--- config.mk ---
export PLATFORM = sky130hd
export DESIGN_NAME = substring_search_first_last
export DESIGN_NICKNAME = d
export VERILOG_FILES = /design/src/rtl/ssfl_pkg.sv /design/src/rtl/substring_search_first_last.sv /design/src/rtl/ssfl_match.sv
export SDC_FILE = /design/constraint.sdc
export NUM_CORES = 1
export LEC_CHECK = 0
export BUFFER_PORTS_ARGS = -buffer_cell sky130_fd_sc_hd__buf_2
export CAP_MARGIN = 40
export CORE_ASPECT_RATIO = 1.75
export CORE_UTILIZATION = 64
export CTS_BUF_LIST = sky130_fd_sc_hd__clkbuf_8
export DETAILED_ROUTE_END_ITERATION = 7
export PLACE_DENSITY = 0.81
export SYNTH_ARGS = -nofsm -noshare
export SYNTH_HDL_FRONTEND = slang
export SYNTH_SLANG_ARGS = --single-unit
export TNS_END_PERCENT = 10
--- constraint.sdc ---
create_clock -name clk -period 10.8 [get_ports clk]
set_clock_uncertainty 0.05 [all_clocks]
set_input_delay 1.08 -clock clk [delete_from_list [all_inputs] [get_ports clk]]
set_output_delay 1.08 -clock clk [all_outputs]
set_load 0.02 [all_outputs]
--- src/rtl/ssfl_pkg.sv ---
// Package for the streaming substring search block.
// Holds default sizes, the haystack command struct and the ASCII case-folding function.
// Depends on nothing.
`default_nettype none

package ssfl_pkg;

    localparam int NEEDLE_MAX_DEF   = 32;
    localparam int HAYSTACK_MAX_DEF = 65536;

    typedef struct packed {
        logic [7:0] hay_byte;
        logic       ignore_case;
    } hay_cmd_t;

    function automatic logic [7:0] fold(input logic [7:0] c, input logic on);
        logic [7:0] r;
        r = c;
        if (on && (c >= 8'h41) && (c <= 8'h5A))
        begin
            r = c + 8'h20;
        end
        return r;
    endfunction

endpackage

`default_nettype wire

--- src/rtl/substring_search_first_last.sv ---
// Top level of the streaming substring search block.
// Uses ssfl_pkg and instantiates ssfl_match.
//
// Needle bytes (mode 0) are stored, then haystack bytes (mode 1) stream
// through at one item per clock while in_stall is low, with a result item only
// at the haystack byte that carries last_byte. An accepted item is held in the
// input register and its result is written into the output register from there;
// a last haystack byte waits in the input register while an earlier result is
// still stalled at the output. The rate is set by the partial-match vector,
// which is updated from its own register once per haystack byte by a parallel
// compare against all needle positions.
`default_nettype none

module substring_search_first_last
    import ssfl_pkg::*;
#(
    parameter int NEEDLE_MAX   = NEEDLE_MAX_DEF,
    parameter int HAYSTACK_MAX = HAYSTACK_MAX_DEF
)
(
    input  wire logic        clk,
    input  wire logic        rst_n,
    input  wire logic        in_valid,
    output logic             in_stall,
    input  wire logic        mode,
    input  wire logic [7:0]  data_byte,
    input  wire logic        last_byte,
    input  wire logic        ignore_case,
    input  wire logic        find_last,
    input  wire logic [15:0] from_index,
    output logic             out_valid,
    input  wire logic        out_stall,
    output logic             found,
    output logic [15:0]      match_index,
    output logic             needle_overflow,
    output logic             haystack_overflow
);

    localparam int LEN_W  = $clog2(NEEDLE_MAX + 1);
    localparam int IDX_W  = (NEEDLE_MAX > 1) ? $clog2(NEEDLE_MAX) : 1;
    localparam int POS_W  = $clog2(HAYSTACK_MAX + 2);
    localparam int CW0    = (POS_W > LEN_W) ? POS_W : LEN_W;
    localparam int CW     = (CW0 > 16) ? CW0 : 16;
    localparam logic [POS_W-1:0] HMAX  = POS_W'(HAYSTACK_MAX);
    localparam logic [LEN_W-1:0] NMAX  = LEN_W'(NEEDLE_MAX);

    logic                        s1_valid_reg;
    logic                        s1_mode_reg;
    logic [7:0]                  s1_byte_reg;
    logic                        s1_last_reg;
    logic                        s1_ic_reg;
    logic                        s1_fl_reg;
    logic [15:0]                 s1_from_reg;

    logic [NEEDLE_MAX-1:0][7:0]  needle_reg;
    logic [LEN_W-1:0]            len_reg;
    logic                        too_long_reg;
    logic                        loading_reg;
    logic [NEEDLE_MAX-1:0]       partial_reg;
    logic [POS_W-1:0]            pos_reg;
    logic                        best_found_reg;
    logic [15:0]                 best_index_reg;
    logic                        lat_ic_reg;
    logic                        lat_fl_reg;
    logic [15:0]                 lat_from_reg;

    logic                        out_valid_reg;
    logic                        found_reg;
    logic [15:0]                 index_reg;
    logic                        nov_reg;
    logic                        hov_reg;

    logic                        s1_go;
    logic                        s1_fire;
    logic                        job_new;
    logic                        eff_ic;
    logic                        eff_fl;
    logic [15:0]                 eff_from;
    logic [NEEDLE_MAX-1:0]       prev_vec;
    logic [NEEDLE_MAX-1:0]       partial_next;
    logic                        full_hit;
    hay_cmd_t                    cmd;
    logic                        in_range;
    logic                        hit;
    logic [POS_W-1:0]            pos_next;
    logic [CW-1:0]               start_pos;
    logic                        best_found_next;
    logic [15:0]                 best_index_next;
    logic                        result_found;
    logic [LEN_W-1:0]            len_eff;
    logic                        too_long_eff;

    assign s1_go    = !(s1_mode_reg && s1_last_reg) || !out_valid_reg || !out_stall;
    assign s1_fire  = s1_valid_reg && s1_go;
    assign in_stall = s1_valid_reg && !s1_go;

    assign job_new  = (pos_reg == '0);
    assign eff_ic   = job_new ? s1_ic_reg   : lat_ic_reg;
    assign eff_fl   = job_new ? s1_fl_reg   : lat_fl_reg;
    assign eff_from = job_new ? s1_from_reg : lat_from_reg;
    assign prev_vec = job_new ? '0 : partial_reg;

    assign cmd.hay_byte    = s1_byte_reg;
    assign cmd.ignore_case = eff_ic;

    ssfl_match #(
        .NEEDLE_MAX (NEEDLE_MAX),
        .LEN_W      (LEN_W)
    ) u_match (
        .needle   (needle_reg),
        .len      (len_reg),
        .prev     (prev_vec),
        .cmd      (cmd),
        .partial  (partial_next),
        .full_hit (full_hit)
    );

    assign in_range  = (pos_reg < HMAX);
    assign hit       = in_range && full_hit && !too_long_reg && (len_reg != '0);
    assign pos_next  = (pos_reg <= HMAX) ? pos_reg + POS_W'(1) : pos_reg;
    assign start_pos = CW'(pos_reg) + CW'(1) - CW'(len_reg);

    always_comb
    begin
        best_found_next = job_new ? 1'b0 : best_found_reg;
        best_index_next = job_new ? 16'd0 : best_index_reg;
        if (hit)
        begin
            if (!eff_fl)
            begin
                if (!best_found_next && (start_pos >= CW'(eff_from)))
                begin
                    best_found_next = 1'b1;
                    best_index_next = start_pos[15:0];
                end
            end
            else if (CW'(pos_reg) <= CW'(eff_from))
            begin
                best_found_next = 1'b1;
                best_index_next = start_pos[15:0];
            end
        end
    end

    assign result_found = best_found_next && (len_reg != '0) && !too_long_reg
                          && (CW'(eff_from) < CW'(pos_next));

    assign len_eff      = loading_reg ? len_reg : '0;
    assign too_long_eff = loading_reg ? too_long_reg : 1'b0;

    always_ff @(posedge clk or negedge rst_n)
    begin
        if (!rst_n)
        begin
            s1_valid_reg <= 1'b0;
        end
        else if (!in_stall)
        begin
            s1_valid_reg <= in_valid;
        end
    end

    always_ff @(posedge clk)
    begin
        if (in_valid && !in_stall)
        begin
            s1_mode_reg <= mode;
            s1_byte_reg <= data_byte;
            s1_last_reg <= last_byte;
            s1_ic_reg   <= ignore_case;
            s1_fl_reg   <= find_last;
            s1_from_reg <= from_index;
        end
    end

    always_ff @(posedge clk)
    begin
        if (s1_fire && !s1_mode_reg && (len_eff < NMAX))
        begin
            needle_reg[len_eff[IDX_W-1:0]] <= s1_byte_reg;
        end
    end

    always_ff @(posedge clk or negedge rst_n)
    begin
        if (!rst_n)
        begin
            len_reg        <= '0;
            too_long_reg   <= 1'b0;
            loading_reg    <= 1'b0;
            partial_reg    <= '0;
            pos_reg        <= '0;
            best_found_reg <= 1'b0;
            best_index_reg <= '0;
            lat_ic_reg     <= 1'b0;
            lat_fl_reg     <= 1'b0;
            lat_from_reg   <= '0;
        end
        else if (s1_fire)
        begin
            if (!s1_mode_reg)
            begin
                pos_reg        <= '0;
                partial_reg    <= '0;
                best_found_reg <= 1'b0;
                best_index_reg <= '0;
                loading_reg    <= !s1_last_reg;
                if (len_eff < NMAX)
                begin
                    len_reg      <= len_eff + LEN_W'(1);
                    too_long_reg <= too_long_eff;
                end
                else
                begin
                    len_reg      <= len_eff;
                    too_long_reg <= 1'b1;
                end
            end
            else
            begin
                loading_reg  <= 1'b0;
                lat_ic_reg   <= eff_ic;
                lat_fl_reg   <= eff_fl;
                lat_from_reg <= eff_from;
                if (s1_last_reg)
                begin
                    pos_reg        <= '0;
                    partial_reg    <= '0;
                    best_found_reg <= 1'b0;
                    best_index_reg <= '0;
                end
                else
                begin
                    pos_reg        <= pos_next;
                    partial_reg    <= in_range ? partial_next : prev_vec;
                    best_found_reg <= best_found_next;
                    best_index_reg <= best_index_next;
                end
            end
        end
    end

    always_ff @(posedge clk or negedge rst_n)
    begin
        if (!rst_n)
        begin
            out_valid_reg <= 1'b0;
        end
        else if (s1_fire && s1_mode_reg && s1_last_reg)
        begin
            out_valid_reg <= 1'b1;
        end
        else if (!out_stall)
        begin
            out_valid_reg <= 1'b0;
        end
    end

    always_ff @(posedge clk)
    begin
        if (s1_fire && s1_mode_reg && s1_last_reg)
        begin
            found_reg <= result_found;
            index_reg <= result_found ? best_index_next : 16'd0;
            nov_reg   <= too_long_reg;
            hov_reg   <= (pos_next > HMAX);
        end
    end

    assign out_valid         = out_valid_reg;
    assign found             = found_reg;
    assign match_index       = index_reg;
    assign needle_overflow   = nov_reg;
    assign haystack_overflow = hov_reg;

endmodule

`default_nettype wire

--- src/rtl/ssfl_match.sv ---
// Parallel compare of one haystack byte against every stored needle byte.
// Produces the next partial-match vector and the full-match flag.
// Depends on ssfl_pkg.
`default_nettype none

module ssfl_match
    import ssfl_pkg::*;
#(
    parameter int NEEDLE_MAX = NEEDLE_MAX_DEF,
    parameter int LEN_W      = $clog2(NEEDLE_MAX + 1)
)
(
    input  wire logic [NEEDLE_MAX-1:0][7:0] needle,
    input  wire logic [LEN_W-1:0]           len,
    input  wire logic [NEEDLE_MAX-1:0]      prev,
    input  wire hay_cmd_t                   cmd,
    output logic      [NEEDLE_MAX-1:0]      partial,
    output logic                            full_hit
);

    logic [7:0] hb;

    assign hb = fold(cmd.hay_byte, cmd.ignore_case);

    for (genvar i = 0; i < NEEDLE_MAX; i++)
    begin : g_pos
        logic chain;
        logic eq;
        if (i == 0)
        begin : g_first
            assign chain = 1'b1;
        end
        else
        begin : g_rest
            assign chain = prev[i-1];
        end
        assign eq         = (fold(needle[i], cmd.ignore_case) == hb);
        assign partial[i] = (LEN_W'(i) < len) && chain && eq;
    end

    always_comb
    begin
        full_hit = 1'b0;
        for (int i = 0; i < NEEDLE_MAX; i++)
        begin
            if (len == LEN_W'(i + 1))
            begin
                full_hit = partial[i];
            end
        end
    end

endmodule

`default_nettype wire

## Word level (Yosys, flattened, before mapping)

Cells that the tools add are included.

| cells by class | value |
|---|---|
| $lt $le $gt $ge | 107 |
| $add $sub $neg | 36 |
| mux-type cells | 99 |
| bitwise operators | 1 |
| eq/ne operators | 66 |
| reduce and logical (&&, ||, !) cells | 161 |

Operators by type and width:

| operator | number |
|---|---|
| 2-to-1 mux 8 bit | 34 |
| adder 8 x 6 -> 8 bit (second input constant) | 33 |
| greater-or-equal comparator 8 x 7 -> 1 bit (second input constant) | 33 |
| less-or-equal comparator 8 x 7 -> 1 bit (second input constant) | 33 |
| bitwise mux 256 bit | 1 |
| equality test 8 bit | 32 |
| logical AND 1 bit | 145 |
| 2-to-1 mux 16 bit | 8 |
| 2-to-1 mux 31 bit | 4 |
| equality test 6 x 5 -> 1 bit (second input constant) | 16 |
| < comparator 5 x 6 -> 1 bit (first input constant) | 16 |
| 2-to-1 mux 17 bit | 3 |
| equality test 6 x 4 -> 1 bit (second input constant) | 8 |
| < comparator 4 x 6 -> 1 bit (first input constant) | 8 |
| 2-to-1 mux 1 bit | 46 |
| demux 8 bit (select 5 bit) | 1 |
| equality test 6 x 3 -> 1 bit (second input constant) | 4 |
| < comparator 3 x 6 -> 1 bit (first input constant) | 4 |
| adder 17 x 1 -> 17 bit (second input constant) | 1 |
| greater-or-equal comparator 17 x 16 -> 1 bit | 1 |
| > comparator 17 bit (second input constant) | 1 |
| less-or-equal comparator 17 x 16 -> 1 bit | 1 |
| less-or-equal comparator 17 bit (second input constant) | 1 |
| zero test 17 bit | 1 |
| other kinds (21) | 35 |

| storage, ports and cells | value |
|---|---|
| bits in registers | 396 |
| output and inout bits | 21 |
| bits of input ports | 32 |

## Depth between registers and ports, before layout

Gate-level depths: netlist of run 1.

| logic depth | value |
|---|---|
| depth in word-level cells | 46 |
| mapped depth | 26 |
| mapped depth without buffers | 23 |

## Modules after synthesis

A second synthesis of run 1 with hierarchy kept.

| second synthesis, totals | value |
|---|---|
| cells, all modules | 2,064 |
| area, all modules | 22,670.5 µm² |

Modules (own cells, without submodules):

| module | instances | cells an instance | area an instance (µm²) |
|---|---|---|---|
| substring_search_first_last | 1 | 1,105 | 16,000.3 |
| ssfl_match | 1 | 959 | 6,670.1 |

## Worst setup path after synthesis of run 1

OpenSTA, ideal clock, no wires.

| timing path | value |
|---|---|
| path type | register -> register |
| start point | reg pos_reg[0] |
| end point | reg found_reg (netlist: found) (data pin) |
| setup slack | 5.729 ns |
| setup time | 0.254 ns |
| cell stages (with the launch flop) | 27 |
| arrival | 4.766 ns |
| path through | dfrtp_1 -> clkbuf_1 -> inv_1 -> ha_1 -> ha_1 -> nor2b_1 -> o21ai_0 -> a21boi_0 -> o21a_1 -> o21ai_0 -> nand3b_1 -> a21o_1 -> mux2i_1 -> a31o_2 -> xor2_1 -> ha_1 -> a21oi_1 -> nor2b_1 -> o311ai_0 -> a21boi_0 -> nor3_1 -> o311a_1 -> a211oi_2 -> o21a_1 -> buf_4 -> buf_6 -> o21a_1 |

| on the way | value |
|---|---|
| longest elaborated chain between the ends | 46 |

Ends and longest elaborated chain:

| what | RTL line | source |
|---|---|---|
| from (decl) | substring_search_first_last.sv:60 | `logic [POS_W-1:0] pos_reg;` |
| from (signal assigned) | substring_search_first_last.sv:234 | `pos_reg <= pos_next;` |
| zero test 17 bit | substring_search_first_last.sv:97 | `assign job_new = (pos_reg == '0);` |
| 2-to-1 mux 1 bit | substring_search_first_last.sv:98 | `assign eff_ic = job_new ? s1_ic_reg : lat_ic_reg;` |
| logical AND 1 bit (2 in a row) | ssfl_pkg.sv:19 | `if (on && (c >= 8'h41) && (c <= 8'h5A))` |
| 2-to-1 mux 8 bit | ssfl_pkg.sv:19 |  |
| equality test 8 bit | ssfl_match.sv:37 | `assign eq = (fold(needle[i], cmd.ignore_case) == hb);` |
| logical AND 1 bit | ssfl_match.sv:38 | `assign partial[i] = (LEN_W'(i) < len) && chain && eq;` |
| 2-to-1 mux 1 bit (32 in a row) | ssfl_match.sv:46 | `if (len == LEN_W'(i + 1))` |
| logical AND 1 bit (3 in a row) | substring_search_first_last.sv:119 | `assign hit = in_range && full_hit && !too_long_reg && (len_reg != '0);` |
| 2-to-1 mux 1 bit | substring_search_first_last.sv:127 | `if (hit)` |
| logical AND 1 bit (2 in a row) | substring_search_first_last.sv:145 | `assign result_found = best_found_next && (len_reg != '0) && !too_long_reg` |
| logical AND 1 bit (*) | substring_search_first_last.sv:146 | `&& (CW'(eff_from) < CW'(pos_next));` |
| net result_found | substring_search_first_last.sv:89 | `logic result_found;` |
| to (signal assigned) | substring_search_first_last.sv:263 | `found_reg <= result_found;` |
| to (decl) | substring_search_first_last.sv:68 | `logic found_reg;` |

The timed path passes the listed nets; every way through them passes the cells marked *.
A chain may end at the register's enable or synchronous reset.

## Worst setup path in the final report of run 1

| timing path | value |
|---|---|
| start point | reg pos_reg[0] |
| end point | reg index_reg[7] (netlist: match_index[7]) (data pin) |

| on the way | value |
|---|---|
| longest elaborated chain between the ends | 46 |

Ends and longest elaborated chain:

| what | RTL line | source |
|---|---|---|
| zero test 17 bit | substring_search_first_last.sv:97 |  |
| 2-to-1 mux 1 bit | substring_search_first_last.sv:98 |  |
| logical AND 1 bit (2 in a row) | ssfl_pkg.sv:19 |  |
| 2-to-1 mux 8 bit | ssfl_pkg.sv:19 |  |
| equality test 8 bit | ssfl_match.sv:37 |  |
| logical AND 1 bit | ssfl_match.sv:38 |  |
| 2-to-1 mux 1 bit (32 in a row) | ssfl_match.sv:46 |  |
| logical AND 1 bit (3 in a row) | substring_search_first_last.sv:119 |  |
| 2-to-1 mux 1 bit | substring_search_first_last.sv:127 |  |
| logical AND 1 bit (2 in a row) | substring_search_first_last.sv:145 |  |
| logical AND 1 bit | substring_search_first_last.sv:146 |  |
| to (signal assigned) | substring_search_first_last.sv:264 | `index_reg <= result_found ? best_index_next : 16'd0;` |
| to (decl) | substring_search_first_last.sv:69 | `logic [15:0] index_reg;` |

Parallel ways exist; a longest one is shown, timed or not.

==> results of run 1 <==
## kinds of logic (layout without fill, tap and decap cells)
kind of cell    Yosys count  in the layout  synth area share, %
simple gates            687            687                 14.7
buf+inv                 176            276                 3.35
compound gates          485            485                 14.7
xor+xnor                276            276                 10.6
other cells               0              1                    0
flops                   396            396                 49.9
fa+ha+maj                93             93                 5.12
mux                      38             38                 1.69
## cell usage after synthesis, types with 35 or more instances
| cell type | number |
|---|---|
| nor4_1 | 43 |
| nand2_1 | 190 |
| xor2_1 | 126 |
| clkbuf_1 | 66 |
| mux2i_1 | 35 |
| nand3_1 | 68 |
| edfxtp_1 | 303 |
| nand4_1 | 47 |
| xnor2_1 | 150 |
| a21oi_1 | 94 |
| nor3_1 | 67 |
| inv_1 | 59 |
| o21ai_0 | 104 |
| a31oi_1 | 46 |
| dfrtp_1 | 93 |
| nor2_1 | 162 |
| ha_1 | 92 |
## per-stage QoR
step | power, mW | util (%) | instance area [um^2] | instances | hold WS, ns
final | 3.38 | 70.3 | 24700 | 2717 | 0.416
after global routing | 3.48 | 70.3 | 24700 | 2717 | 0.439
after CTS | 3.37 | 70.3 | 24700 | 2714 | 0.425
after detailed placement | 2.28 | 67.4 | 23700 | 2611 | 0.419
after global placement | 2.25 | 67.1 | 23600 | 2599 | 0.407
after floorplan | 2.08 | - | 22900 | 2151 | 0.388
## final cells by class
class / count / share of cell area (%)
Antenna cell: 1 / 0.0101
Clock buffer: 59 / 3.28
Clock inverter: 44 / 0.885
Inverter: 61 / 0.925
Multi-Input combinational cell: 1579 / 43.4
Sequential cell: 396 / 46.2
Tap cell: 465 / 2.35
Timing Repair Buffer: 112 / 2.95
## power by group
| part | internal (mW) | switching [mW] |
|---|---|---|
| sequential | 1.67 | 0.0204 |
| clock | 0.531 | 0.582 |
| combinational | 0.185 | 0.391 |
## metal layers
metal  part of all wire (%)  GRT usage, %  up-vias  wire (um)
met5                      0             0        -          0
met4                     11          37.8        0       7340
met3                    7.3          6.25      393       5030
met2                     51          67.0     1012      34900
met1                     31          37.5     8841      21600
li1                       -             -     8160          -
## worst paths after layout
kind	startpoint	end	slack, ns	depth (start not counted)
max	pos_reg[0]	match_index[7]	4.52	17
min	rst_n	pos_reg[13]	0.42	1
max reg2reg	pos_reg[0]	match_index[7]	4.52	17
min reg2reg	lat_from_reg[9]	lat_from_reg[9]	0.43	2
max in group asynchronous	rst_n	partial_reg[15]	9.00	2
min in group clk	lat_from_reg[9]	lat_from_reg[9]	0.43	2
==> impl_summary.md, run 1 <==
Run status
The run finished with clean final reports.

Clocking
TritonCTS built the clock tree. After clock tree synthesis, the clock-pin slew on the worst setup and hold paths is about 0.07 ns. The tree is rooted in a clkbuf_8. The TritonCTS buffer count is 55. The post-CTS setup-driven buffer insertion count is 0. The number of H-tree levels is 2. For the worst-skew pair, the clock arrives at the later sink with an insertion delay of between 0.6 and 0.7 ns. For this design, the CTS-stage hold fixing added 0 buffers. The clock net in this run drives a total of 396 sinks. The number of cells upsized or downsized after cts is 0.

The clock passes through at most 3 buffers.

Setup path
The cell family contributing the most delay on the critical path is compound AO/OA/AOI/OAI gates. On the worst path, the slowest cell contributes a delay of 0.79 ns. The nature of the critical path endpoint is a flip-flop.

Data on the critical path is required at its endpoint by about 11 ns. The critical path's slowest cell is mux2_4. Walking the worst path, the cells encountered are inv_1 -> ha_1 -> nor4b_4 -> and4_2 -> buf_4 -> mux2_4 -> a31oi_4 -> buf_4 -> a2111oi_0 -> nor4b_1 -> a22oi_1 -> o21ai_1 -> o31ai_1 -> a21oi_1 -> o21a_1 -> buf_4 -> mux2i_1. The classification of the worst setup path is flip-flop to flip-flop. The launching element type of the critical path is a flip-flop. The buffering stage count on the worst path with inverters included is 4. For the worst setup path, the data arrival time is 6.61 ns. The cell type with the highest occurrence count on the critical path is buf_4. The largest fanout on the critical path is 71.

Floorplanning
After floorplanning, the core was sized to cover 35200 um^2. Once the floorplan was initialized, standard cells occupied 65.0% of the core. The width of the chip is 145 um. The die extent in y is approximately 250 um. 53 I/O pins were placed.

The floorplan has 91 rows. The die covers 36500 um^2.

Routing
The first routing iteration left 1630 violations. The via count of the routed design is 18406. The remaining routing DRC violations is 0. The wire length after detailed routing is 68900 um.

For this run, the detailed router's first-pass iteration total came to 7. The mean routed wirelength per cell is 25.4 um. The number of routed nets with antenna violations is 0. The post-detailed-route via-to-cell ratio is 6.77.

Final layout
The post-route netlist has 9.55% of its cells at a drive strength greater than 1. The net count of the finished layout is about 2300. The top cell types in the final layout, fill and taps aside, are edfxtp_1, nand2_1, nor2_1, xnor2_1, xor2_1. The most common library cell in the layout ignoring fill and taps is edfxtp_1.

The fill cell total of the finished layout is 2542. The flip-flop count of the largest register, all copies and words added is 256. Compared with the post-synthesis result, the final layout area differs by 8.16%. The flip-flop and latch area is about 11000 um^2. The footprint of the multi-input gates is 10700 um^2.

Timing
Adding up every negative setup slack in the final design gives 0 ns. Setup violations remaining at the end of the flow were counted as 0. Once routing completed, OpenROAD measured the worst setup slack at about 4.5 ns. The smallest clock period supported by the final layout is computed as 6.28 ns. The worst path uses 58.2% of the clock period. Setup repair after global routing left no endpoint under its margin. The remaining max-slew budget at the tightest pin is 36.4%.

For this run, the top clock speed supported by timing is 159 MHz. The final max-slew violation count was 0. The hold violation count in the final report is 0. For the pin with the worst max-slew slack, the measured transition is between 0.9 and 1 ns.

Logic synthesis
The synthesized area per cell is 10.6 um^2. The count of mapped cells out of synthesis is around 2200. The largest area contributor in the synthesized netlist is edfxtp_1.

For this run, the leading register cell type out of synthesis is edfxtp_1. The number of enable-type register cells in the synthesized netlist is 303. In this run the biggest area consumer among cell types represents about two fifths of the synthesized area. The post-synthesis instance area is 22900 um^2. The number of nets in the synthesized netlist is 2276.

Counting flops and latches in the post-synthesis netlist gives 396. Counting distinct cell types in the post-synthesis netlist gives between 80 and 90. The async set or reset register ratio after synthesis is about a quarter. For this run, the number of Yosys warnings is 0.

After synthesis, the cell types taking the most area are edfxtp_1, dfrtp_1, xnor2_1, ha_1, xor2_1. The sequential area share after synthesis is between 40% and 50%.

Global route
The first global-routing pass estimated between 100000 and 150000 um of wire. In the global route stage, overall resource usage came out at 38.1%. Entering global routing, the biggest net connects 72 pins. The initial antenna violation count is 1. The number of global-route vias before repair is between 15000 and 20000. Global routing finished with a remaining overflow of 0.

Placed design
The global placement routability congestion is 1.05. Input and output buffers added on the ports amount to 52. The pre-CTS setup slack is 4.70 ns. The post-DP HPWL is approximately 47000 um.

Power and ir drop
The standby leakage power is slightly above 9 nW. Power spread over the standard cell area amounts to 137 nW/um^2. IR analysis of the VDD net gives a maximum drop of roughly 0.00012 V.

Hold path
The min-delay analysis places its worst path in the category input port to asynchronous set/reset pin.

Flow run
The max-cap check violation count is 0.
No activity file was read; power rests on OpenSTA's default activity.
==> inputs of run 2 (changes only) <==
ABC_AREA = 1   (was unset)
clock period = 6.5 ns   (was 10.8 ns; I/O delays follow)
==> impl_summary.md, run 2 <==
Logic synthesis
The fraction of the mapped netlist area in compound gates is 11.9% (-2.7 points). The number of nets in the synthesized netlist is 2630 (+16%). The post-synthesis instance area is 22700 um^2 (-0.69%). The number of warnings reported in the yosys synthesis log came to 0 (unchanged).

The most used flip-flop cell after synthesis is edfxtp_1. The sequential area share after synthesis was 50.3% (+0.35 points). In the post-synthesis netlist, the cell with the most instances is nand2_1. The count of mapped cells out of synthesis is 2505 (+16%). The post-synthesis share of cell area spent on full adders, half adders and majority gates came to 5.15% (+0.036 points). The synthesized-area fraction occupied by xor and xnor cells is 5.24% (-5.3 points). The distinct cell type count after synthesis was 56 (-35%).

The register bit total from synthesis is 396 (unchanged). Ranked by total cell area, the synthesized netlist is headed by edfxtp_1, dfrtp_1, nand2_1, ha_1, inv_1. By count the netlist is led by nand2_1, edfxtp_1, inv_1. The synthesized area per cell is 9.07 um^2 (-15%). The simple-gate share of the synthesized area came to 20.2% (+5.5 points). The number of enable-type register cells in the synthesized netlist is 303 (unchanged).

The largest family of logic cells by synthesized area is simple AND/OR/NAND/NOR gates. The async set or reset register ratio after synthesis came to 23.5% (unchanged). The share of the synthesized area in the top cell type is 40.0% (+0.28 points). Of all cell types, the one taking the most synthesized area is edfxtp_1. The proportion of synthesized area in mux cells is 0.589% (-1.1 points).

Routing
The number of iterations in the first detailed-routing pass is 8 (+1). The remaining routing DRC violations is 0 (unchanged). The number of routed nets with antenna violations came to 0 (unchanged). The wire length after detailed routing is 75100 um (+9.0%).

The via count of the routed design is 19943 (+8.4%). The detailed router's first-iteration violation count came to 2096 (+29%). The post-detailed-route via-to-cell ratio came to 6.45 (-4.8%).

The mean routed wirelength per cell was 24.3 um (-4.3%).

Timing
The remaining max-slew budget at the tightest pin is 38.3% (+1.9 points). The total negative slack for setup checks is 0 ns (unchanged). The final critical path time including I/O delays and setup came to 5.78 ns (-0.507 ns).

The hold violation count in the final report came to 0 (unchanged). The transition time of the tightest slew-check pin is 0.924 ns (-0.0305 ns). The maximum clock frequency is 173 MHz (+8.8%). Setup repair after global routing left no endpoint under its margin. The number of setup violations in the final report is 0 (unchanged). The final period utilization came to 88.9% (+31 points). The slack of the critical path came to 0.723 ns (-3.79 ns). The final max-slew violation count is 0 (unchanged).

Floorplanning
The die area is 36300 um^2 (-0.68%). The area inside the core boundary is 35100 um^2 (-0.32%). The width of the chip came to 144 um (-0.34%). The count of pins on the block boundary is 53 (unchanged).

The die extent in y is 251 um (-0.34%). The number of standard-cell rows in the floorplan was 91 (unchanged). The effective utilization at floorplan is 64.8% (-0.24 points).

Power and ir drop
The highest ir drop seen on vdd was 0.000188 V (+54%). The total power after layout is 5.73 mW (+69%). The net switching power of the design was 1.66 mW (+67%). The switching share of total power is 28.9% (-0.48 points).

The part of the total power dissipated in sequential elements is 49.1% (-1.0 points). The power share of the combinational group came to 15.0% (-2.0 points). The standby leakage power is 10.5 nW (+15%). The internal power of the cells is 4.08 mW (+71%). The share of power burned in the clock network is 35.9% (+3.0 points).

The total power divided by cell area is 231 nW/um^2 (+69%).

Global route
The number of global-route vias before repair came to 20201 (+7.7%). The pin count of the biggest net entering global routing came to 59 (-18%). The aggregate global routing overflow came to 0 (unchanged). The first-pass GRT wire length is 114000 um (+9.0%). The initial antenna violation count is 3 (+2). The combined global-route utilization of all metal layers is 43.2% (+5.1 points).

Setup path
The launching element type of the critical path is a flip-flop. STA classifies the critical path endpoint as a flip-flop. The slowest stage of the critical path is the edfxtp_1 cell. The cell type with the highest occurrence count on the critical path is nand2_1.

The classification of the worst setup path is flip-flop to flip-flop. The stage delay of the slowest cell on the critical path is 0.82 ns (+0.03 ns). The largest fanout on the critical path is 23 (-68%). The endpoint required time on the critical path came to 6.92 ns (-4.20 ns). The arrival time at the worst endpoint is 6.20 ns (-0.41 ns).

Final layout
The area added between synthesis and finish is 9.02%. In the layout the commonest cells are nand2_1, edfxtp_1, inv_1, nor2_1, o21ai_0. The flip-flop count of the largest register, all copies and words added is 256 (unchanged).

The net count of the finished layout came to 2704 (+16%). Leaving out fill and tap cells, the most frequent cell in the layout is nand2_1. The share of cells above drive strength 1 came to 9.18% (-0.37 points). The fill cell total of the finished layout is 2683 (+5.5%).

Placed design
The global placement routability congestion is 1.05 (+0.23%). The number of buffers inserted by port buffering is 52 (unchanged). The pre-CTS setup slack came to 0.933 ns (-3.76 ns). The post-DP HPWL is 49700 um (+4.8%).

Clocking
The number of H-tree levels came to 2 (unchanged). The number of cells upsized or downsized after cts is 0 (unchanged). The insertion delay of the later-clocked pin in the worst-skew pair is 0.65 ns (about the same). The buffer depth of the longest clock path is 3 (unchanged).

The clock transition at the registers of the reported paths is 0.06 ns (about the same). The TritonCTS buffer count is 57 (+3.6%). TritonCTS built the clock tree. The number of buffers added to fix hold violations after cts was 0 (unchanged). The post-CTS setup-driven buffer insertion count is 0 (unchanged). Clock tree synthesis selected as its root buffer the cell clkbuf_8.

The total number of clock tree sinks is 396 (unchanged).

Hold path
The tightest min-delay check is of the input port to asynchronous set/reset pin type.

Flow run
The max-cap check violation count was 0 (unchanged).

Run status
The flow ran to the end, and the final reports show no timing, DRC or antenna violations.
## run 2: cell families after synthesis
logic type / Yosys count
XOR/XNOR: 136
AO/OA/AOI/OAI: 425
flip-flops: 396
AND/OR/NAND/NOR: 1069
buffers and inverters: 374
adder cells (fa/ha/maj): 93
multiplexers: 12
## run 2: layout make-up
type / instances / area, um^2 / area share (%)
antenna: 3 / 7.51 / 0.0303
inverter: 287 / 1080 / 4.35
clock buffer: 67 / 922 / 3.72
clock inverter: 38 / 241 / 0.975
tap: 465 / 582 / 2.35
multi-input combinational: 1735 / 9800 / 39.6
timing repair buffer: 102 / 713 / 2.88
sequential: 396 / 11400 / 46.1
## run 2: worst paths after layout
check                                 startpoint                 to  slack [ns]  cells past startpoint
worst max-delay path              s1_byte_reg[1]     match_index[0]        0.72                     28
worst min register to register  lat_from_reg[14]   lat_from_reg[14]        0.44                      2
worst min-delay path                       rst_n   lat_from_reg[11]        0.03                      1
min in group clk                   from_index[4]     s1_from_reg[4]        0.14                      1
worst max register to register    s1_byte_reg[1]     match_index[0]        0.72                     28
max in group asynchronous                  rst_n  best_index_reg[4]        5.13                      2
## run 2: critical path: cells and delay by family (launching register included)
family / cells / cell delay [ns]
AO/OA/AOI/OAI: 6 / 1.76
buffers and inverters: 4 / 1.08
AND/OR/NAND/NOR: 18 / 1.84
flip-flops: 1 / 0.82
## run 2: per-layer routing
metal | wire length [um] | global-route usage [%] | vias to the layer above | part of all wire [%]
li1 | - | - | 8839 | -
met1 | 23400 | 45.0 | 9239 | 31
met2 | 35100 | 68.4 | 1341 | 47
met3 | 7950 | 12.1 | 522 | 11
met4 | 8610 | 42.0 | 2 | 11
met5 | 14 | 0 | - | 0.019
## run 2: per-stage QoR
step / hold slack, ns / instance area, um^2 / utilization (%) / instances
after global routing: 0.0595 / 24800 / 70.6 / 3091
after detailed placement: 0.415 / 23600 / 67.2 / 2981
final: 0.0346 / 24800 / 70.6 / 3093
after global placement: 0.413 / 23500 / 67.1 / 2979
after CTS: 0.0377 / 24700 / 70.5 / 3086
after floorplan: 0.304 / 22700 / - / 2505
## run 2: power groups by stage
| stage | logic, mW | clock network (mW) | registers (mW) |
|---|---|---|---|
| 2_1_floorplan | 0.508 | 0 | 2.86 |
| 3_3_place_gp | 0.784 | 0 | 2.86 |
| 3_5_place_dp | 0.809 | 0 | 2.86 |
| 4_1_cts | 0.812 | 2.05 | 2.81 |
| 5_1_grt | 0.931 | 2.16 | 2.82 |
| 6_report | 0.862 | 2.06 | 2.81 |
